--- src/sv/cws_pkg.sv ---
`timescale 1ns / 1ps
// ---------------------------------------------------------------------------
// cws_pkg
// shared types and constants of the command line word splitter
// ---------------------------------------------------------------------------
package cws_pkg;

	// result beat kinds
	typedef enum logic [1:0] {
		KIND_BYTE = 2'd0,
		KIND_END  = 2'd1,
		KIND_DONE = 2'd2
	} kind_t;

	localparam logic [7:0] CH_NUL    = 8'h00;
	localparam logic [7:0] CH_SPACE  = 8'h20;
	localparam logic [7:0] CH_TAB    = 8'h09;
	localparam logic [7:0] CH_CR     = 8'h0D;
	localparam logic [7:0] CH_SQUOTE = 8'h27;
	localparam logic [7:0] CH_DQUOTE = 8'h22;
	localparam logic [7:0] CH_BSLASH = 8'h5C;

	localparam logic [7:0] LIMIT_MAX     = 8'd128;
	localparam logic [7:0] MAX_ARGS_RST  = 8'd100;
	localparam logic [6:0] OPEN_ARGS_MAX = 7'd127;

	// one classified byte: up to three beats, emitted in the order byte, end, done
	typedef struct packed {
		logic       has_byte;
		logic       has_end;
		logic       has_done;
		logic [7:0] data;
		logic [6:0] idx;
		logic [6:0] count;
	} entry_t;

endpackage

--- src/sv/cws_front.sv ---
`timescale 1ns / 1ps
// ---------------------------------------------------------------------------
// cws_front
// accepts command bytes, tracks quoting and argument state, classifies each byte
// ---------------------------------------------------------------------------
module cws_front (
	input  logic              clk,
	input  logic              arst_n,
	input  logic              cfg_we,
	input  logic [7:0]        cfg_wdata,
	input  logic              in_valid,
	output logic              in_stall,
	input  logic [7:0]        in_byte,
	input  logic              full,
	output logic              push,
	output cws_pkg::entry_t   push_entry
);

	typedef enum logic [1:0] {
		Q_PLAIN  = 2'd0,
		Q_SINGLE = 2'd1,
		Q_DOUBLE = 2'd2
	} qmode_t;

	logic [7:0] max_args_q;
	qmode_t     quote_q;
	logic       esc_q;
	logic       gap_q;
	logic [6:0] open_q;

	qmode_t          quote_n;
	logic            esc_n;
	logic            gap_n;
	logic [6:0]      open_n;
	logic [7:0]      lim;
	logic            blank;
	logic            skip;
	logic [6:0]      cur;
	logic            accept;
	cws_pkg::entry_t ent;

	assign accept   = in_valid && !full;
	assign in_stall = full;
	assign lim      = (max_args_q > cws_pkg::LIMIT_MAX) ? cws_pkg::LIMIT_MAX : max_args_q;
	assign blank    = (in_byte == cws_pkg::CH_SPACE) ||
	                  ((in_byte >= cws_pkg::CH_TAB) && (in_byte <= cws_pkg::CH_CR));

	always_comb begin
		quote_n = quote_q;
		esc_n   = esc_q;
		gap_n   = gap_q;
		open_n  = open_q;
		skip    = 1'b0;
		cur     = open_q - 7'd1;
		ent     = '0;
		ent.idx = cur;
		if (lim < 8'd2) begin
			if (in_byte == cws_pkg::CH_NUL) begin
				ent.has_done = 1'b1;
				ent.idx      = '0;
				quote_n      = Q_PLAIN;
				esc_n        = 1'b0;
				gap_n        = 1'b0;
				open_n       = 7'd1;
			end
		end else if (in_byte == cws_pkg::CH_NUL) begin
			// pending backslash stays literal, then close the open argument
			ent.has_byte = esc_q;
			ent.data     = cws_pkg::CH_BSLASH;
			ent.has_end  = !gap_q;
			ent.has_done = 1'b1;
			ent.count    = open_q;
			quote_n      = Q_PLAIN;
			esc_n        = 1'b0;
			gap_n        = 1'b0;
			open_n       = 7'd1;
		end else if (quote_q != Q_PLAIN) begin
			if (esc_q) begin
				ent.has_byte = 1'b1;
				ent.data     = in_byte;
				esc_n        = 1'b0;
			end else if (in_byte == cws_pkg::CH_BSLASH) begin
				esc_n = 1'b1;
			end else if (in_byte == ((quote_q == Q_SINGLE) ? cws_pkg::CH_SQUOTE
			                                               : cws_pkg::CH_DQUOTE)) begin
				quote_n = Q_PLAIN;
			end else begin
				ent.has_byte = 1'b1;
				ent.data     = in_byte;
			end
		end else begin
			if (gap_q) begin
				if (blank) begin
					skip = 1'b1;
				end else begin
					gap_n = 1'b0;
					if (open_q < cws_pkg::OPEN_ARGS_MAX)
						open_n = open_q + 7'd1;
				end
			end
			cur     = open_n - 7'd1;
			ent.idx = cur;
			if (!skip) begin
				if ({1'b0, open_n} >= (lim - 8'd1)) begin
					// last slot takes the rest raw
					ent.has_byte = 1'b1;
					ent.data     = in_byte;
				end else if (blank) begin
					ent.has_end = 1'b1;
					gap_n       = 1'b1;
				end else if (in_byte == cws_pkg::CH_SQUOTE) begin
					quote_n = Q_SINGLE;
				end else if (in_byte == cws_pkg::CH_DQUOTE) begin
					quote_n = Q_DOUBLE;
				end else begin
					ent.has_byte = 1'b1;
					ent.data     = in_byte;
				end
			end
		end
	end

	assign push       = accept && (ent.has_byte || ent.has_end || ent.has_done);
	assign push_entry = ent;

	always_ff @(posedge clk or negedge arst_n) begin
		if (!arst_n) begin
			max_args_q <= cws_pkg::MAX_ARGS_RST;
			quote_q    <= Q_PLAIN;
			esc_q      <= 1'b0;
			gap_q      <= 1'b0;
			open_q     <= 7'd1;
		end else if (cfg_we) begin
			max_args_q <= cfg_wdata;
			quote_q    <= Q_PLAIN;
			esc_q      <= 1'b0;
			gap_q      <= 1'b0;
			open_q     <= 7'd1;
		end else if (accept) begin
			quote_q <= quote_n;
			esc_q   <= esc_n;
			gap_q   <= gap_n;
			open_q  <= open_n;
		end
	end

endmodule

--- src/sv/cws_fifo.sv ---
`timescale 1ns / 1ps
// ---------------------------------------------------------------------------
// cws_fifo
// short queue of classified entries between front and back
// ---------------------------------------------------------------------------
module cws_fifo #(
	parameter int DEPTH = 4
) (
	input  logic            clk,
	input  logic            arst_n,
	input  logic            push,
	input  cws_pkg::entry_t push_entry,
	output logic            full,
	input  logic            pop,
	output logic            head_valid,
	output cws_pkg::entry_t head_entry
);

	localparam int AW = (DEPTH > 1) ? $clog2(DEPTH) : 1;
	localparam int CW = $clog2(DEPTH + 1);

	cws_pkg::entry_t mem_q [DEPTH];
	logic [AW-1:0]   wr_ptr_q;
	logic [AW-1:0]   rd_ptr_q;
	logic [CW-1:0]   count_q;

	assign full       = (count_q == CW'(DEPTH));
	assign head_valid = (count_q != '0);
	assign head_entry = mem_q[rd_ptr_q];

	always_ff @(posedge clk) begin
		if (push)
			mem_q[wr_ptr_q] <= push_entry;
	end

	always_ff @(posedge clk or negedge arst_n) begin
		if (!arst_n) begin
			wr_ptr_q <= '0;
			rd_ptr_q <= '0;
			count_q  <= '0;
		end else begin
			if (push)
				wr_ptr_q <= (wr_ptr_q == AW'(DEPTH - 1)) ? '0 : wr_ptr_q + 1'b1;
			if (pop)
				rd_ptr_q <= (rd_ptr_q == AW'(DEPTH - 1)) ? '0 : rd_ptr_q + 1'b1;
			if (push && !pop)
				count_q <= count_q + 1'b1;
			else if (pop && !push)
				count_q <= count_q - 1'b1;
		end
	end

endmodule

--- src/sv/cws_back.sv ---
`timescale 1ns / 1ps
// ---------------------------------------------------------------------------
// cws_back
// expands each queued entry into its result beats through an output register
// ---------------------------------------------------------------------------
module cws_back (
	input  logic            clk,
	input  logic            arst_n,
	input  logic            head_valid,
	input  cws_pkg::entry_t head_entry,
	output logic            pop,
	output logic            out_valid,
	input  logic            out_stall,
	output logic [1:0]      kind,
	output logic [7:0]      out_byte,
	output logic [6:0]      arg_index,
	output logic [6:0]      arg_count,
	output logic            last
);

	logic [2:0] sent_q;     // beats of the head entry already sent: done, end, byte
	logic       out_valid_q;
	logic [1:0] kind_q;
	logic [7:0] byte_q;
	logic [6:0] idx_q;
	logic [6:0] count_q;
	logic       last_q;

	logic [2:0] rem;
	logic [2:0] sel;
	logic       load;
	logic       final_beat;

	assign rem  = {head_entry.has_done, head_entry.has_end, head_entry.has_byte} & ~sent_q;
	assign sel  = rem & (~rem + 3'd1);
	assign final_beat = (rem == sel);
	assign load = head_valid && (!out_valid_q || !out_stall);
	assign pop  = load && final_beat;

	always_ff @(posedge clk or negedge arst_n) begin
		if (!arst_n) begin
			sent_q      <= '0;
			out_valid_q <= 1'b0;
		end else begin
			if (load)
				sent_q <= final_beat ? 3'b000 : (sent_q | sel);
			if (load)
				out_valid_q <= 1'b1;
			else if (!out_stall)
				out_valid_q <= 1'b0;
		end
	end

	always_ff @(posedge clk) begin
		if (load) begin
			last_q <= final_beat;
			if (sel[0]) begin
				kind_q  <= cws_pkg::KIND_BYTE;
				byte_q  <= head_entry.data;
				idx_q   <= head_entry.idx;
				count_q <= '0;
			end else if (sel[1]) begin
				kind_q  <= cws_pkg::KIND_END;
				byte_q  <= '0;
				idx_q   <= head_entry.idx;
				count_q <= '0;
			end else begin
				kind_q  <= cws_pkg::KIND_DONE;
				byte_q  <= '0;
				idx_q   <= '0;
				count_q <= head_entry.count;
			end
		end
	end

	assign out_valid = out_valid_q;
	assign kind      = kind_q;
	assign out_byte  = byte_q;
	assign arg_index = idx_q;
	assign arg_count = count_q;
	assign last      = last_q;

endmodule

--- src/sv/command_line_word_splitter.sv ---
`timescale 1ns / 1ps
// ---------------------------------------------------------------------------
// command_line_word_splitter
// shell style splitting of a byte stream command into arguments
// ---------------------------------------------------------------------------
// usage
//   input channel (in_valid, in_stall, in_byte): one command byte per beat,
//   a zero byte ends the command. output channel (out_valid, out_stall,
//   kind, out_byte, arg_index, arg_count, last): argument bytes, end marks
//   and a done beat with the count; last marks the final beat of one byte.
//   cfg_we with cfg_wdata writes max_args and restarts the parser; write it
//   only while no command is in flight.
// timing
//   a byte is accepted every cycle while the queue has room; its first
//   result passes through the queue and then the output register. bytes
//   with no result only update the front state. the back side emits one beat
//   per cycle while out_stall is low, so a terminator with three results
//   holds the queue head; the queue of QUEUE_DEPTH entries soaks that up.
// reset
//   arst_n clears the queue and output register; max_args returns to 100.
// stall
//   out_stall holds the output beat; the queue fills and then in_stall
//   rises, the front holding its state until the queue has room again.
// ---------------------------------------------------------------------------
module command_line_word_splitter #(
	parameter int QUEUE_DEPTH = 4
) (
	input  logic       clk,
	input  logic       arst_n,
	input  logic       cfg_we,
	input  logic [7:0] cfg_wdata,
	input  logic       in_valid,
	output logic       in_stall,
	input  logic [7:0] in_byte,
	output logic       out_valid,
	input  logic       out_stall,
	output logic [1:0] kind,
	output logic [7:0] out_byte,
	output logic [6:0] arg_index,
	output logic [6:0] arg_count,
	output logic       last
);

	// front to queue
	logic            push;
	cws_pkg::entry_t push_entry;
	logic            full;

	// queue to back
	logic            pop;
	logic            head_valid;
	cws_pkg::entry_t head_entry;

	// classification and parser state
	cws_front u_front (
		.clk        (clk),
		.arst_n     (arst_n),
		.cfg_we     (cfg_we),
		.cfg_wdata  (cfg_wdata),
		.in_valid   (in_valid),
		.in_stall   (in_stall),
		.in_byte    (in_byte),
		.full       (full),
		.push       (push),
		.push_entry (push_entry)
	);

	// decouples input acceptance from output stalls
	cws_fifo #(
		.DEPTH (QUEUE_DEPTH)
	) u_fifo (
		.clk        (clk),
		.arst_n     (arst_n),
		.push       (push),
		.push_entry (push_entry),
		.full       (full),
		.pop        (pop),
		.head_valid (head_valid),
		.head_entry (head_entry)
	);

	// one beat per cycle out of the head entry while out_stall is low
	cws_back u_back (
		.clk        (clk),
		.arst_n     (arst_n),
		.head_valid (head_valid),
		.head_entry (head_entry),
		.pop        (pop),
		.out_valid  (out_valid),
		.out_stall  (out_stall),
		.kind       (kind),
		.out_byte   (out_byte),
		.arg_index  (arg_index),
		.arg_count  (arg_count),
		.last       (last)
	);

endmodule

--- config.mk ---
export PLATFORM = sky130hd
export DESIGN_NAME = command_line_word_splitter
export DESIGN_NICKNAME = d
export VERILOG_FILES = /design/src/sv/cws_pkg.sv /design/src/sv/cws_front.sv /design/src/sv/cws_fifo.sv /design/src/sv/cws_back.sv /design/src/sv/command_line_word_splitter.sv
export SDC_FILE = /design/constraint.sdc
export NUM_CORES = 1
export LEC_CHECK = 0
export BUFFER_PORTS_ARGS = -buffer_cell sky130_fd_sc_hd__buf_2
export CAP_MARGIN = 10
export CORE_UTILIZATION = 40
export CTS_CLUSTER_DIAMETER = 80
export DETAILED_ROUTE_END_ITERATION = 6
export GPL_TIMING_DRIVEN = 0
export HOLD_SLACK_MARGIN = 0.1
export MAX_ROUTING_LAYER = met4
export SYNTH_ARGS = -nofsm -noshare
export SYNTH_HDL_FRONTEND = slang
export SYNTH_SLANG_ARGS = --single-unit
--- constraint.sdc ---
create_clock -name clk -period 12.41 [get_ports clk]
set_input_delay 0 -clock clk [delete_from_list [all_inputs] [get_ports clk]]
set_output_delay 0 -clock clk [all_outputs]
set_load 0.02 [all_outputs]
Word-level counts from Yosys, hierarchy flattened
Memory sizes are Yosys's and may differ from the RTL's.
Cells that the tools add are included.
{"block": "word_totals", "output_inout_bits": 27, "inputBits": 21, "mem_bits_rw": 100, "n_memories": 1, "reg_bits": 55, "wordCells": 175}
{"block": "classes", "n_addsub": 9, "magnitude_cmp": 6, "reduce_logical": 28, "eq_ne": 19, "muxes": 92, "bitwise": 5}
{"name": "u_fifo.mem_q", "words": 4, "width": 25, "rd": 1, "rd_ports_with_merged_regs": 0, "wr": 1, "line": "cws_fifo.sv:22", "rtl": "cws_pkg::entry_t mem_q [DEPTH];"}
{"cell": "7-bit 2-to-1 mux", "n": 20}
{"cell": "8-bit 2-to-1 mux", "n": 12}
{"cell": "2-bit 2-to-1 mux", "n": 20}
{"cell": "1-bit 2-to-1 mux", "n": 36}
{"cell": "8-bit by 6-bit equality test with 1-bit output (second input constant)", "n": 3}
{"cell": "7-bit by 1-bit subtractor with 7-bit output (second input constant)", "n": 2}
{"cell": "3-bit 2-to-1 mux", "n": 4}
{"cell": "9-bit AND reduction", "n": 1}
{"cell": "8-bit by 7-bit equality test with 1-bit output (second input constant)", "n": 1}
{"cell": "8-bit equality test", "n": 1}
{"cell": "7-bit by 8-bit greater-or-equal comparator with 1-bit output", "n": 1}
{"cell": "8-bit by 4-bit greater-or-equal comparator with 1-bit output (second input constant)", "n": 1}
{"cell": "8-bit greater-than comparator (second input constant)", "n": 1}
{"cell": "8-bit by 4-bit less-or-equal comparator with 1-bit output (second input constant)", "n": 1}
{"cell": "8-bit zero test", "n": 1}
{"cell": "8-bit by 2-bit < comparator with 1-bit output (second input constant)", "n": 1}
{"cell": "4-bit by 2-bit != test with 1-bit output (second input constant)", "n": 2}
{"cell": "4-bit by 3-bit != test with 1-bit output (second input constant)", "n": 2}
{"cell": "4-bit != test (second input constant)", "n": 2}
{"cell": "8-bit by 1-bit subtractor with 8-bit output (second input constant)", "n": 1}
{"cell": "7-bit by 1-bit adder with 7-bit output (second input constant)", "n": 1}
{"cell": "1-bit logical AND", "n": 7}
{"cell": "7-bit < comparator (second input constant)", "n": 1}
{"cell": "3-bit by 1-bit adder with 3-bit output (second input constant)", "n": 2}
{"cell": "19 further kinds", "n": 35}

Longest topological paths before layout
Gate-level depths: netlist (run 1).
{"block": "depth", "depth_word": 21, "mapped_depth": 22, "mapped_depth_nobuf": 20}

Cells and area by module
From an unflattened synthesis (run 1), not the netlist that was laid out.
{"block": "unflattened", "hier_cells": 494, "area_unflattened_um2": 7203.2}
{"module": "cws_fifo", "area_per_inst_um2": 4070.2, "cells_each": 168, "n_inst": 1, "seq_area_each_um2": 3178.0}
{"module": "cws_front", "area_per_inst_um2": 1985.7, "cells_each": 253, "n_inst": 1, "seq_area_each_um2": 480.5}
{"module": "cws_back", "area_per_inst_um2": 1147.4, "cells_each": 73, "n_inst": 1, "seq_area_each_um2": 850.8}

Worst setup path before layout (run 1)
OpenSTA, ideal clock, no wires.
{"block": "synth_path", "kind": "register to register", "startpoint": "reg u_front.open_q[5]", "endpoint": "reg u_fifo.count_q[1]", "stages_incl_launch_ff": 21, "setup_ns": 0.125, "setup_slack_ns": 8.190, "required_ns": 12.285, "n_path_buf": 2, "period_less_slack_ns": 4.220, "arrival_time_ns": 4.096, "cell_sequence": "dfrtp_1 -> clkbuf_1 -> and4_1 -> nor2b_1 -> nor2b_1 -> and2_1 -> buf_2 -> nand3_1 -> xnor2_1 -> ha_1 -> a21o_1 -> a211o_1 -> a41oi_1 -> a211oi_2 -> a21oi_1 -> a21oi_1 -> o31a_4 -> ha_1 -> inv_1 -> fa_1 -> mux2_2"}
{"block": "synth_between", "elab_chain_cells": 19, "elab_cells_between_ends": 24, "cone_classes": "add/sub (1); order compare (2); mux (14); reduce/logical (7)"}
{"element": "start, declared", "line": "cws_front.sv:29", "rtl": "logic [6:0] open_q;"}
{"element": "start signal, assigned", "line": "cws_front.sv:143", "rtl": "open_q <= open_n;"}
{"element": "7-bit by 1-bit adder with 7-bit output or 7-bit < comparator (tied branches)", "line": "cws_front.sv:98, cws_front.sv:97"}
{"element": "7-bit 2-to-1 mux", "line": "cws_front.sv:97", "rtl": "if (open_q < cws_pkg::OPEN_ARGS_MAX)"}
{"element": "7-bit 2-to-1 mux", "line": "cws_front.sv:93", "rtl": "if (blank) begin"}
{"element": "7-bit 2-to-1 mux (*)", "line": "cws_front.sv:92", "rtl": "if (gap_q) begin"}
{"element": "7-bit 2-to-1 mux (*)", "line": "cws_front.sv:77", "rtl": "end else if (quote_q != Q_PLAIN) begin"}
{"element": "7-bit 2-to-1 mux (*)", "line": "cws_front.sv:66", "rtl": "end else if (in_byte == cws_pkg::CH_NUL) begin"}
{"element": "7-bit 2-to-1 mux (*)", "line": "cws_front.sv:57", "rtl": "if (lim < 8'd2) begin"}
{"element": "7-bit by 8-bit greater-or-equal comparator with 1-bit output (*)", "line": "cws_front.sv:104", "rtl": "if ({1'b0, open_n} >= (lim - 8'd1)) begin"}
{"element": "(+3 left out)"}
{"element": "2-bit 2-to-1 mux (*)", "line": "cws_front.sv:66"}
{"element": "2-bit 2-to-1 mux (*)", "line": "cws_front.sv:57"}
{"element": "1-bit logical OR (*) (2 in series)", "line": "cws_front.sv:123", "rtl": "assign push = accept && (ent.has_byte || ent.has_end || ent.has_done);"}
{"element": "1-bit logical AND (*)", "line": "cws_front.sv:123"}
{"element": "named net push", "line": "command_line_word_splitter.sv:45", "rtl": "logic push;"}
{"element": "1-bit zero test", "line": "cws_fifo.sv:48", "rtl": "else if (pop && !push)"}
{"element": "1-bit logical AND", "line": "cws_fifo.sv:48"}
{"element": "2-bit nonzero test (no source line)"}
{"element": "end signal, assigned", "line": "cws_fifo.sv:47", "rtl": "count_q <= count_q + 1'b1;"}
{"element": "end signal, assigned", "line": "cws_fifo.sv:49", "rtl": "count_q <= count_q - 1'b1;"}
{"element": "end, declared", "line": "cws_fifo.sv:25", "rtl": "logic [CW-1:0] count_q;"}
Mark *: on every way through the listed nets, which the timed path passes. The rest lies on a longest branch. The select of a mux whose other input is x is not followed.
A chain may end at the register's enable or synchronous reset.

Worst setup path after layout (run 1)
{"block": "layout_path", "startpoint": "in in_byte[0]", "endpoint": "reg u_fifo.count_q[2]"}
{"block": "layout_between", "elab_chain_cells": 20, "elab_cells_between_ends": 43, "cone_classes": "order compare (3); eq/ne (5); mux (25); reduce/logical (10)"}
{"element": "start, declared", "line": "command_line_word_splitter.sv:34", "rtl": "input logic [7:0] in_byte,"}
{"element": "8-bit by 4-bit greater-or-equal comparator with 1-bit output or 8-bit by 4-bit less-or-equal comparator with 1-bit output (tied branches)", "line": "cws_front.sv:46", "rtl": "((in_byte >= cws_pkg::CH_TAB) && (in_byte <= cws_pkg::CH_CR));"}
{"element": "1-bit logical AND", "line": "cws_front.sv:46"}
{"element": "1-bit logical OR", "line": "cws_front.sv:45", "rtl": "assign blank = (in_byte == cws_pkg::CH_SPACE) ||"}
{"element": "7-bit 2-to-1 mux", "line": "cws_front.sv:93"}
{"element": "7-bit 2-to-1 mux", "line": "cws_front.sv:92"}
{"element": "7-bit 2-to-1 mux", "line": "cws_front.sv:77"}
{"element": "7-bit 2-to-1 mux", "line": "cws_front.sv:66"}
{"element": "7-bit 2-to-1 mux", "line": "cws_front.sv:57"}
{"element": "(+5 left out)"}
{"element": "2-bit 2-to-1 mux", "line": "cws_front.sv:57"}
{"element": "1-bit logical OR", "line": "cws_front.sv:123"}
{"element": "1-bit logical OR (*)", "line": "cws_front.sv:123"}
{"element": "1-bit logical AND (*)", "line": "cws_front.sv:123"}
{"element": "named net push", "line": "command_line_word_splitter.sv:45"}
{"element": "1-bit zero test", "line": "cws_fifo.sv:48"}
{"element": "1-bit logical AND", "line": "cws_fifo.sv:48"}
{"element": "2-bit nonzero test (no source line)"}
Marks and branches as above.

==> run metrics, run 1 <==
run status finished, final reports clean; category of the most critical setup path in -> reg; data arrival time of the worst path 5640 ps; FF+latch count, synth ~160; critical path required time 12,760 ps; total gr overflow 0; metal2 WL 7375 um; count of input and output buffers 47; via count around 4,400; final std cell area, no fill 8512 um^2; Final nets 640; top-level port count 48; cell type contributing the most total cell area after synthesis sky130_fd_sc_hd__edfxtp_1; LEAKAGE 0.003244 uW; biggest area contributors in the synthesized netlist sky130_fd_sc_hd__edfxtp_1 53%, sky130_fd_sc_hd__dfrtp_1 9.1%, sky130_fd_sc_hd__mux4_2 7.9%; accumulated negative setup slack 0 ps; Relative slew margins 39.29%; CTS-repair resized insts 0; number of nets with antenna violations after routing 0; unrepaired setup endpoints after global routing false; pin count of the biggest net entering global routing 31; diode insertion count for antenna repair 0; DP Area 7764 um^2; number of enable-type register cells in the synthesized netlist ~130; pre-CTS setup slack 7231 ps; Pwr Density 203.5 nW/um^2; max-capacitance violation count 0; per-cell routed wire length 17.09 um; mean post-synth cell area 13.97 um^2; share of flip-flops with an asynchronous set or reset 19.35%; # H-tree levels 4; crit path setup slack, layout 7117 ps; final critical path time including I/O delays and setup 5293 ps; fmax ~0.19 GHz; routability cong. between 0.8 and 0.9; number of cells produced by synthesis 510; CTS Hold Buffers Added 21; maximum VDD drop ~100 uV; class of the worst hold path in -> async; post-synthesis instance area 7126 um^2; starting density of the core 41.05%; detailed-routing wirelength on met1 6178 um; CTS clk-pin slew, worst paths approximately 60 ps; Inserted Clock Buffers 17; Worst Skew 10.44 ps; fin. max-slew vios 0; worst hold margin 183.7 ps; Met3 Wirelength 419 um; count of routing violations after the opening detailed-route iteration 260; die area 18,350 um^2; Yosys top cell area share 52.68%; most common flop cell mapped by yosys sky130_fd_sc_hd__edfxtp_1; layout overhead on the synthesized area 19.46%; via count of the first global-routing pass 4,610; die extent in x between 100 and 150 um; endpoints failing setup 0; DRT Pass-1 Iters 4; Max Used Layer met4; initial antenna violation count 0; worst-path maximum fanout 10; startpoint class of the critical path input pin; placed wire-length estimate after detailed placement 10,340 um; area of the placeable core between 15,000 and 20,000 um^2; number of unique standard cell types used by synthesis 55; clock latency of the later-clocked register in the worst-skew pair approximately 430 ps; Power, Total approximately 1700 uW; number of fill cells in the layout 1,483; number of vias per cell 5.260; CP Capture Type register; Die Height 135.5 um; number of hold violations in the final report 0; number of sinks driven by the clock tree 155; Net Count, Synth 549; overall routed net length about 14,000 um; area taken by flip-flops and latches 4509 um^2; std cell rows between 40 and 50; TritonCTS clock tree yes; Seq/Total Area, Yosys a little over three fifths; total area of multi-input combinational cells 2476 um^2; wire length of the first global-routing pass 23,400 um; post-detailed-route DRC marker count 0; GRT Resource Usage Total 17.93%; portion of the clock cycle consumed by the worst path in the final layout 42.65%; minimum setup slack among reg-to-reg paths approximately 7200 ps; fraction of layout instances using a drive strength above 1 21.17%; post-CTS setup buffers 0; clock root cell sky130_fd_sc_hd__clkbuf_16; Least-Margin Pin Slew 908.6 ps; Clock Path Buffers 2; number of warnings issued by yosys 0
[Yosys cell counts, drive strengths merged, types with 2 or more instances]
master / count
a211o: 2
a211oi: 2
a21o: 4
a21oi: 22
a31oi: 2
a32oi: 2
and2: 26
and3: 13
and4: 2
buf: 4
clkbuf: 14
dfrtp: 26
dfstp: 4
edfxtp: 125
ha: 17
inv: 21
mux2: 10
mux2i: 7
mux4: 25
nand2: 36
nand2b: 6
nand3: 8
nand4: 2
nor2: 36
nor2b: 10
nor3: 11
nor4: 5
o21ai: 23
o22ai: 4
o31a: 2
o31ai: 3
or3: 4
or4: 3
xnor2: 11
xor2: 6
[through the flow]
step / std cells / utilization [%]
detailed placement: 786 / 44.73
floorplan: 510 / -
CTS: 839 / 49.04
global placement: 782 / 44.03
global route: 839 / 49.04
finish: 839 / 49.04
[layout by cell type (no fill, tap or decap), types with 10 or more instances in the layout]
cell                            count
sky130_fd_sc_hd__nor3_1            10
sky130_fd_sc_hd__a21oi_1           19
sky130_fd_sc_hd__edfxtp_1         125
sky130_fd_sc_hd__nor2_1            36
sky130_fd_sc_hd__mux4_2            25
sky130_fd_sc_hd__dlygate4sd3_1     21
sky130_fd_sc_hd__ha_1              17
sky130_fd_sc_hd__and3_1            13
sky130_fd_sc_hd__o21ai_0           22
sky130_fd_sc_hd__xnor2_1           11
sky130_fd_sc_hd__dfrtp_1           26
sky130_fd_sc_hd__nand2_1           36
sky130_fd_sc_hd__inv_1             21
sky130_fd_sc_hd__clkbuf_1          18
sky130_fd_sc_hd__clkbuf_16         17
sky130_fd_sc_hd__buf_2             48
sky130_fd_sc_hd__nor2b_1           10
sky130_fd_sc_hd__and2_1            26
[critical path, stage by stage]
cell	delay, ps
sky130_fd_sc_hd__dlygate4sd3_1	530
sky130_fd_sc_hd__buf_2	150
sky130_fd_sc_hd__nor2_1	180
sky130_fd_sc_hd__nor4_1	90
sky130_fd_sc_hd__a211oi_1	550
sky130_fd_sc_hd__clkbuf_1	370
sky130_fd_sc_hd__nor2b_1	250
sky130_fd_sc_hd__mux2i_1	360
sky130_fd_sc_hd__inv_1	90
sky130_fd_sc_hd__ha_1	280
sky130_fd_sc_hd__nand2_1	40
sky130_fd_sc_hd__o21ai_0	170
sky130_fd_sc_hd__a41oi_1	170
sky130_fd_sc_hd__a211oi_2	450
sky130_fd_sc_hd__a21oi_1	130
sky130_fd_sc_hd__a21oi_1	390
sky130_fd_sc_hd__o31a_4	270
sky130_fd_sc_hd__ha_1	220
sky130_fd_sc_hd__inv_1	80
sky130_fd_sc_hd__fa_1	380
sky130_fd_sc_hd__xor2_1	180
sky130_fd_sc_hd__nor2_1	140
sky130_fd_sc_hd__xor2_1	160
[power breakdown]
| group | internal [uW] | switching [uW] | total [uW] |
|---|---|---|---|
| Combinational | 220 | 281 | 501 |
| Clock | 274 | 202 | 476 |
| Sequential | 717 | 38.0 | 755 |
[cell families after synthesis]
group | count (synthesis) | share of synthesized area (%)
AO/OA/AOI/OAI | 72 | 6.392
XOR/XNOR | 17 | 2.090
adder cells (fa/ha/maj) | 18 | 3.266
buffers and inverters | 39 | 2.125
flip-flops | 155 | 63.28
multiplexers | 42 | 10.57
AND/OR/NAND/NOR | 167 | 12.27
[cell type report]
cell class	instances	share of cell area (%)
plain buffers	18	0.8526
clock buffers	21	5.174
clock inverters	11	1.147
inverters	21	0.9261
multi-input cells	316	29.09
flip-flops and latches	155	52.98
well taps	225	3.307
repair buffers	72	6.527
[routing by layer]
layer	GRT usage (%)	vias up
li1	-	2105
met1	20.56	2195
met5	-	-
met2	29.69	90
met3	3.591	23
met4	9.488	0
[flip-flops by register name, indices dropped and copies added (netlist names)]
name                count
u_back.sent_q           3
u_fifo.mem_q          100
u_front.max_args_q      8
u_back.arg_index        7
u_front.gap_q           1
u_fifo.wr_ptr_q         2
u_back.arg_count        7
u_fifo.rd_ptr_q         2
u_front.open_q          7
u_front.esc_q           1
u_front.quote_q         2
u_back.last             1
u_fifo.count_q          3
u_back.out_byte         8
u_back.out_valid        1
u_back.kind             2
[final timing paths]
path | startpoint | to | depth (start not counted)
max in group asynchronous | arst_n | u_fifo.count_q[0] | 2
worst max register to register | u_front.gap_q | u_fifo.count_q[2] | 20
worst max-delay path | in_byte[0] | u_fifo.count_q[2] | 23
worst min-delay path | arst_n | u_back.sent_q[0] | 2
worst min register to register | u_fifo.count_q[2] | u_fifo.count_q[2] | 1
min in group clk | in_valid | u_front.esc_q | 4
No activity file was read; power rests on OpenSTA's default activity.
==> run 2: changes to the inputs <==
Clock period 12.41 ns to 5.1 ns, I/O delays scaled along.
==> run metrics, run 2 (synthesis gave the netlist of run 1 again) <==
number of flip-flops under the largest register name 100 (unchanged); clock latency of the later-clocked register in the worst-skew pair 430 ps (about the same); start of the worst register-to-register path u_front.open_q[5]; initial antenna violation count 0 (unchanged); final std cell area, no fill 8566 um^2 (+0.63%); wire length of the first global-routing pass 23,540 um (+0.59%); area taken by flip-flops and latches 4509 um^2 (unchanged); total area of multi-input combinational cells 2495 um^2 (+0.76%); minimum setup slack among reg-to-reg paths 290 ps (-6880 ps); routability cong. 0.8632 (unchanged); category of the most critical setup path in -> reg; max-capacitance violation count 0 (unchanged); CP Capture Type register; final critical path time including I/O delays and setup roughly 4900 ps; TritonCTS clock tree yes; via count 4,420 (+0.16%); layout overhead on the synthesized area 20.21%; # H-tree levels 4 (unchanged); placed wire-length estimate after detailed placement 10,340 um (unchanged); length in cells of the worst reg-to-reg path 21 (+5.0%); Least-Margin Pin Slew 901.4 ps (-7.208 ps); die area 18,350 um^2 (unchanged); die extent in x 135.5 um (unchanged); startpoint class of the critical path input pin; fraction of layout instances using a drive strength above 1 22.65% (+1.5 points); post-detailed-route DRC marker count 0 (unchanged); top-level port count 48 (unchanged); CTS clk-pin slew, worst paths 60 ps (about the same); starting density of the core 41.05% (unchanged); per-cell routed wire length 17.26 um (+0.99%); number of nets with antenna violations after routing 0 (unchanged); Worst Skew 12.02 ps (+1.583 ps); run status finished, final reports clean; class of the worst hold path in -> async; number of sinks driven by the clock tree 155 (unchanged); fmax 0.2055 GHz; Die Height 135.5 um (unchanged); std cell rows 48 (unchanged); number of vias per cell 5.243 (-0.32%); commonest cells after routing, fill and taps aside 125 x sky130_fd_sc_hd__edfxtp_1, 49 x sky130_fd_sc_hd__buf_2, 36 x sky130_fd_sc_hd__nand2_1, 36 x sky130_fd_sc_hd__nor2_1; leading cell type in the layout, fill and taps excluded sky130_fd_sc_hd__edfxtp_1; number of fill cells in the layout 1,479 (-0.27%); Inserted Clock Buffers 17 (unchanged); GRT Resource Usage Total 18.03% (+0.10 points); clock root cell sky130_fd_sc_hd__clkbuf_16; number of hold violations in the final report 0 (unchanged); total gr overflow 0 (unchanged); diode insertion count for antenna repair 0 (unchanged); via count of the first global-routing pass 4,607 (-0.065%); data arrival time of the worst path 5210 ps (-430 ps); endpoints failing setup 0 (unchanged); Clock Path Buffers 2 (unchanged); pin count of the biggest net entering global routing 31 (unchanged); register bank with the most flops u_fifo.mem_q; maximum VDD drop 252.0 uV (+140%); Final nets 644 (+0.63%); Pwr Density 492.7 nW/um^2 (+140%); critical path required time 5450 ps (-7310 ps); portion of the clock cycle consumed by the worst path in the final layout 95.40%; accumulated negative setup slack 0 ps (unchanged); fin. max-slew vios 0 (unchanged); count of routing violations after the opening detailed-route iteration 281 (+8.1%); worst-path maximum fanout 10 (unchanged); area of the placeable core 17,360 um^2 (unchanged); Relative slew margins 39.77% (+0.48 points); overall routed net length 14,550 um (+1.5%); DP Area 7764 um^2 (unchanged); LEAKAGE 0.003275 uW (+0.97%); DRT Pass-1 Iters 4 (unchanged); count of input and output buffers 47 (unchanged); reg-to-reg critical path endpoint u_fifo.count_q[2]
[run 2: area by class of cell]
type                            instances  share of cell area (%)
Multi-Input combinational cell        316                   29.13
Timing Repair Buffer                   77                   6.924
Clock inverter                         11                   1.139
Tap cell                              225                   3.287
Clock buffer                           21                   5.142
Buffer                                 17                  0.8180
Inverter                               21                  0.9202
Sequential cell                       155                   52.64
[run 2: what timing repair did]
item | 4_1_cts | 5_1_grt
pin swaps | 1 | 3
hold endpoints to repair | 75 | 0
gates resized for setup | 1 | 6
setup buffers | 2 | 3
hold buffers | 21 | 0
setup endpoints to repair | 1 | 102
[run 2: where the power goes]
part	switching, uW	internal [uW]
clock network	494	668
registers	92.3	1750
logic	684	537
[run 2: routing by layer]
metal / up-vias / share of wire (%) / wire (um) / GRT usage (%)
met5: - / 0 / 0 / -
met4: 0 / 2.5 / 369 / 9.363
met3: 25 / 3.2 / 463 / 3.591
met2: 100 / 51 / 7469 / 29.86
met1: 2182 / 43 / 6246 / 20.76
li1: 2113 / - / - / -
[run 2: how the worst max path moves through the flow]
stage	to	depth (start not counted)	start
2_1_floorplan	u_fifo.count_q[1]	20	u_front.open_q[5]
3_3_place_gp	u_fifo.mem_q[0][15]	15	u_front.gap_q
3_5_place_dp	u_fifo.count_q[2]	20	u_front.gap_q
4_1_cts	u_fifo.count_q[2]	23	in_byte[4]
5_1_grt	u_fifo.count_q[2]	23	in_byte[4]
6_report	u_fifo.count_q[2]	23	in_byte[4]
[run 2: critical path, cell delays in order]
cell	delay [ps]
sky130_fd_sc_hd__dlygate4sd3_1	530
sky130_fd_sc_hd__buf_2	150
sky130_fd_sc_hd__or3_1	410
sky130_fd_sc_hd__nor4_2	360
sky130_fd_sc_hd__a211oi_2	130
sky130_fd_sc_hd__buf_2	200
sky130_fd_sc_hd__and2_1	160
sky130_fd_sc_hd__xnor2_1	310
sky130_fd_sc_hd__inv_1	90
sky130_fd_sc_hd__ha_1	210
sky130_fd_sc_hd__a21o_1	180
sky130_fd_sc_hd__a211o_1	280
sky130_fd_sc_hd__a41oi_1	220
sky130_fd_sc_hd__a211oi_2	100
sky130_fd_sc_hd__buf_4	170
sky130_fd_sc_hd__nor4_1	320
sky130_fd_sc_hd__o31a_4	240
sky130_fd_sc_hd__ha_1	220
sky130_fd_sc_hd__inv_1	80
sky130_fd_sc_hd__fa_1	380
sky130_fd_sc_hd__xor2_1	180
sky130_fd_sc_hd__nor2_1	140
sky130_fd_sc_hd__xor2_1	160
[run 2: metrics by stage]
stage / instances / setup WS (ps) / hold WS, ps / power [uW] / util (%)
floorplan: 510 / 879.7 / -295.6 / 2694 / -
detailed placement: 786 / -79.24 / 142.0 / 3102 / 44.73
global placement: 782 / -312.4 / 114.2 / 3002 / 44.03
CTS: 841 / 27.76 / 191.8 / 4276 / 49.16
global route: 843 / -2.928 / 230.3 / 4450 / 49.35
finish: 843 / 234.8 / 179.8 / 4221 / 49.35
